===== config.mk =====
export PLATFORM = sky130hd
export DESIGN_NAME = rti_fifo
export DESIGN_NICKNAME = d
export VERILOG_FILES = /design/src/hw/rtl/rti_fifo.sv
export SDC_FILE = /design/constraint.sdc
export NUM_CORES = 1
export LEC_CHECK = 0
export BUFFER_PORTS_ARGS = -buffer_cell sky130_fd_sc_hd__buf_2
export CELL_PAD_IN_SITES_DETAIL_PLACEMENT = 2
export CELL_PAD_IN_SITES_GLOBAL_PLACEMENT = 2
export CORE_MARGIN = 1
export CORE_UTILIZATION = 44
export CTS_BUF_LIST = sky130_fd_sc_hd__clkbuf_4 sky130_fd_sc_hd__clkbuf_8 sky130_fd_sc_hd__clkbuf_16
export DETAILED_ROUTE_END_ITERATION = 7
export PLACE_DENSITY_LB_ADDON = 0.1
export SETUP_SLACK_MARGIN = 0.15
export SLEW_MARGIN = 20
export SYNTH_ARGS = -nofsm -noshare
export SYNTH_HDL_FRONTEND = slang
export SYNTH_SLANG_ARGS = --single-unit

===== constraint.sdc =====
create_clock -name clk -period 4.5 [get_ports clk]
set_input_delay 0.225 -clock clk [delete_from_list [all_inputs] [get_ports clk]]
set_output_delay 0.225 -clock clk [all_outputs]
set_load 0.05 [all_outputs]

===== src/hw/rtl/rti_fifo.sv =====
// short request queue between the front and the back
module rti_fifo #(
  parameter int WIDTH = 8,
  parameter int DEPTH = 4
) (
  input  logic             clk,
  input  logic             rst_n,
  input  logic             push_valid,
  output logic             push_ready,
  input  logic [WIDTH-1:0] push_data,
  output logic             pop_valid,
  input  logic             pop_ready,
  output logic [WIDTH-1:0] pop_data,
  output logic             empty
);
  localparam int PW = (DEPTH > 1) ? $clog2(DEPTH) : 1;
  localparam int CW = $clog2(DEPTH + 1);

  logic [WIDTH-1:0] mem_r [DEPTH];
  logic [PW-1:0]    wptr_r, rptr_r;
  logic [CW-1:0]    cnt_r;
  logic             do_push, do_pop;

  assign push_ready = (cnt_r != CW'(DEPTH));
  assign pop_valid  = (cnt_r != '0);
  assign empty      = (cnt_r == '0);
  assign pop_data   = mem_r[rptr_r];
  assign do_push    = push_valid & push_ready;
  assign do_pop     = pop_valid & pop_ready;

  always_ff @(posedge clk) begin
    if (!rst_n) begin
      wptr_r <= '0;
      rptr_r <= '0;
      cnt_r  <= '0;
    end else begin
      if (do_push) begin
        wptr_r <= (wptr_r == PW'(DEPTH - 1)) ? '0 : wptr_r + 1'b1;
      end
      if (do_pop) begin
        rptr_r <= (rptr_r == PW'(DEPTH - 1)) ? '0 : rptr_r + 1'b1;
      end
      cnt_r <= cnt_r + CW'(do_push) - CW'(do_pop);
    end
  end

  always_ff @(posedge clk) begin
    if (do_push) begin
      mem_r[wptr_r] <= push_data;
    end
  end

endmodule


# Word-level counts from Yosys, hierarchy flattened
# Memories as Yosys holds them, arrays and structs flattened. A register that Yosys moved wholly into a read port is not among the register bits.
# Index checks and enable logic that the tools add are counted.
# word_totals
n_memories,1
elab_cells,21
inputBits,12
register_bits,7
mem_bits_rw,32
out_inout_bits,11
# classes
bitwise_logic,2
eq_ne,3
addsub,4
muxes,6
reduce_logical,2
# mem_list
memory,depth,word_bits,rd,rd_ports_with_merged_regs,write_ports,line_no,source
mem_r,4,8,1,1,1,19,logic [WIDTH-1:0] mem_r [DEPTH];
# ops
op,count
two-way mux 2 bit,4
"adder 2 x 1 -> 2 bit, second input constant",2
"== test 2 bit, second input constant",2
adder 3 x 1 -> 3 bit,1
logical NOT 3 bit,1
"!= test 3 bit, second input constant",1
nonzero test 3 bit,1
subtractor 3 x 1 -> 3 bit,1
bitwise AND 1 bit,2
two-way mux 1 bit,2

# Depth between registers and ports, before layout
# logic_depth
word_depth,4
ltp_mapped,12

# Least setup slack after synthesis
# OpenSTA, ideal clock, no wires.
# synth_path
path_type,reg2reg
from,reg cnt_r[1]
to,reg cnt_r[2]
slack_ps,2091
n_path_buf,1
setup_time_ps,115
stages_incl_launch_ff,13
t_arrival_ps,2294
period_less_slack_ps,2409
required_ps,4385
path_cell_list,dfxtp_1 or3b_1 buf_6 and2_4 inv_1 ha_1 inv_1 ha_1 inv_1 fa_1 xnor2_1 xnor2_1 and2_1
# synth_via
elab_chain_len,4
elab_cells_between_ends,6
# synth_rtl
item,line_no,source
start: declaration,21,logic [CW-1:0] cnt_r;
start signal: assignment,43,cnt_r <= cnt_r + CW'(do_push) - CW'(do_pop);
!= test 3 bit,24,assign push_ready = (cnt_r != CW'(DEPTH));
net push_ready,9,"output logic push_ready,"
bitwise AND 1 bit,28,assign do_push = push_valid & push_ready;
adder 3 x 1 -> 3 bit,43,
subtractor 3 x 1 -> 3 bit,43,
# The timed path passes the listed nets, and every way through them passes these cells.
# A chain may end at the register's enable or synchronous reset.

# Worst setup path in the final report
# layout_path
from,reg cnt_r[2]
to,reg cnt_r[2]
# layout_via
elab_chain_len,4
elab_cells_between_ends,6
# layout_rtl
item,line_no
!= test 3 bit,24
bitwise AND 1 bit,28
adder 3 x 1 -> 3 bit,43
subtractor 3 x 1 -> 3 bit (*),43
# Every way passes the cells marked *; elsewhere a longest branch is shown, timed or not.

==> results.ini <==
[logic_synthesis]
synthesis.instances=94
synth_commonest_cells=edfxtp_1 (32), dfxtp_1 (9), mux4_2 (8)
synth_area_leaders=edfxtp_1 (59%), dfxtp_1 (11%), mux4_2 (11%)
yosys.area.top_type=edfxtp_1
syn-num-nets=114
yosysMostFrequentCell=edfxtp_1
ys_seq_area_share_pct=69.5
avgSynthCellArea_um2=17.5
async_reset_ff_share_pct=0
synth_edf_count=32
synth.distinct_cells=26
ys_warn_count=0
synth_ff_type=edfxtp_1
yosys.area.top_type_share_pct=58.5
synth_area_mm2=0.00164
ys_seq_elements=41

[drt]
ant_nets=0
top_layer=met4
dr.first_iter.drc_count=27
routedWlPerCell_um=18.0
wl_mm=2.99
wl_met3_um=102
wl_met2_mm=1.50
drtPass1Iterations=4
detail_route.vias_per_cell=5.10
wl_met1_mm=1.34
drc=0
via_count=847

[setup_path]
crit_arrival_ps=2700
critPathBufInv=3
crit_slowest_cell=or3b_1
path_delay_family=simple AND/OR/NAND/NOR gates
crit_type=reg -> reg
timing.rr.start=cnt_r[2]
worstPathCellList=or3b_1 > and2_4 > inv_1 > ha_1 > inv_1 > ha_1 > inv_1 > fa_1 > xnor2_1 > xnor2_1 > and2_1
cpMostUsedCell=inv_1
critical_path.max_fanout=7
required_ps=4690
ff2ff_path_depth=11
r2r_end=cnt_r[2]
rrSetupSlack_ps=1990
critPathMaxStageDelay_ps=490
end_kind=flip-flop
start_kind=flip-flop

[timing]
max_freq_mhz=398
setup_viol=0
finalMaxSlewViolations=0
worst_pin_slew_ps=549
post-route-period-util_pct=55.9
rsz0062_at_grt=no
period_needed_ps=2510
finalHoldViolCount=0
slew_headroom_pct=63.4
clock_skew_ps=3.66
tns_ps=0

[grt]
antenna_found_initial=0
grt_pass1_wl_mm=4.95
first_global_vias=974
grt_usage_pct=17.6
grt_max_degree=12
grt_remaining_overflow=0

[placed_design]
port_buffers=22
placed_cells=158
dp_hpwl_mm=2.18
place_area_mm2=0.00179
gp_congestion=0.730

[clock_tree]
path_clk_slew_ps=70
clockRootBuffer=clkbuf_8
clk_latency_ps=290
postCtsSetupRepairBufs=0
cts_made_buffers=5
ctsResizeCount=0
cts_tree=done
postCtsHoldBufs=0
clock_sinks=41
cts.path.max_buffers=2
htreeDepth=2

[outcome]
outcome=completed

[final_layout]
num-nets-final=139
fin_area_mm2=0.00188
antenna-diode-count=0
layoutNonFillerInstCount=166
nFillCells=315
area_delta_synth_final_pct=14.3
drive_gt1_share_pct=35.8

[floorplanning]
fp.dieH_um=63.1
rows=21
start_util_pct=47.7
die_area_mm2=0.00398
die_width_um=63.1
num_io_pins=23
design.core.area_mm2=0.00344

[job]
maxCapViolations=0

[pwr]
total_power_mw=1.14
power.density_mw_per_mm2=608
vdd_ir_drop_max_mv=0.310
p_leak_nw=0.696

[worst_hold_path]
holdPathStages=1
hold_path.class=in -> reg
hp-start=push_data[0]
whs_endpoint=mem_r[2][0]

[kinds of logic (layout without fill, tap and decap cells)]
family	count (synthesis)	count (layout)	synth area share [%]
xor+xnor	2	2	1.07
mux	9	9	11.6
flops	41	41	69.5
fa+ha+maj	8	8	6.55
buf+inv	10	36	2.82
compound gates	4	4	1.52
simple gates	20	20	6.94
[worst max path at each step]
stage             start        to  slack (ps)  cells past startpoint
2_1_floorplan  cnt_r[1]  cnt_r[2]        2090                     12
3_3_place_gp   cnt_r[1]  cnt_r[2]        2110                     11
3_5_place_dp   cnt_r[1]  cnt_r[2]        1980                     11
4_1_cts        cnt_r[1]  cnt_r[2]        1970                     11
5_1_grt        cnt_r[1]  cnt_r[2]        1800                     11
6_report       cnt_r[2]  cnt_r[2]        1990                     11
[sequential cells by signal, indices dropped and copies added, names as in the netlist, named ones only]
signal  count
rptr_r      2
cnt_r       3
wptr_r      2
mem_r      32
[metrics by stage]
stage,hold slack [ps],utilization [%],worst slack [ps]
2_1_floorplan,324,-,2090
3_3_place_gp,436,51.9,2110
3_5_place_dp,447,51.9,1980
4_1_cts,146,54.5,1970
5_1_grt,146,54.5,1800
6_report,155,54.5,1990
[cells in the final DEF (no fill, tap or decap)]
master / instances
nor2b_1: 1
dfxtp_1: 9
mux2i_1: 1
nand4_1: 1
nor2_1: 2
inv_1: 6
o21ai_0: 2
clkbuf_4: 3
ha_1: 7
or3_2: 1
and3_2: 2
mux4_2: 8
buf_2: 22
xnor2_1: 2
nand3_1: 2
clkbuf_8: 5
or3b_1: 1
fa_1: 1
edfxtp_1: 32
o21ai_1: 1
and3_1: 2
and2_1: 2
nand2_1: 5
and2_4: 1
o31a_2: 1
[area by class of cell]
| cell class | count | area (µm²) | share of cell area, % |
|---|---|---|---|
| Sequential cell | 41 | 1140 | 60.8 |
| Inverter | 6 | 22.5 | 1.20 |
| Timing Repair Buffer | 22 | 110 | 5.87 |
| Clock buffer | 8 | 91.3 | 4.87 |
| Tap cell | 46 | 57.6 | 3.07 |
| Multi-Input combinational cell | 43 | 454 | 24.2 |
[power breakdown]
group | internal (mW) | leakage (nW) | switching, mW
combinational | 0.131 | 0.279 | 0.257
sequential | 0.464 | 0.367 | 0.0462
clock | 0.128 | 0.0498 | 0.114
[layer usage]
layer | GRT usage, % | vias to the layer above
met5 | 0 | -
met4 | 6.98 | 0
met3 | 4.89 | 6
met2 | 29.6 | 21
met1 | 21.2 | 422
li1 | - | 398
Power figures use the tool's default switching activity.
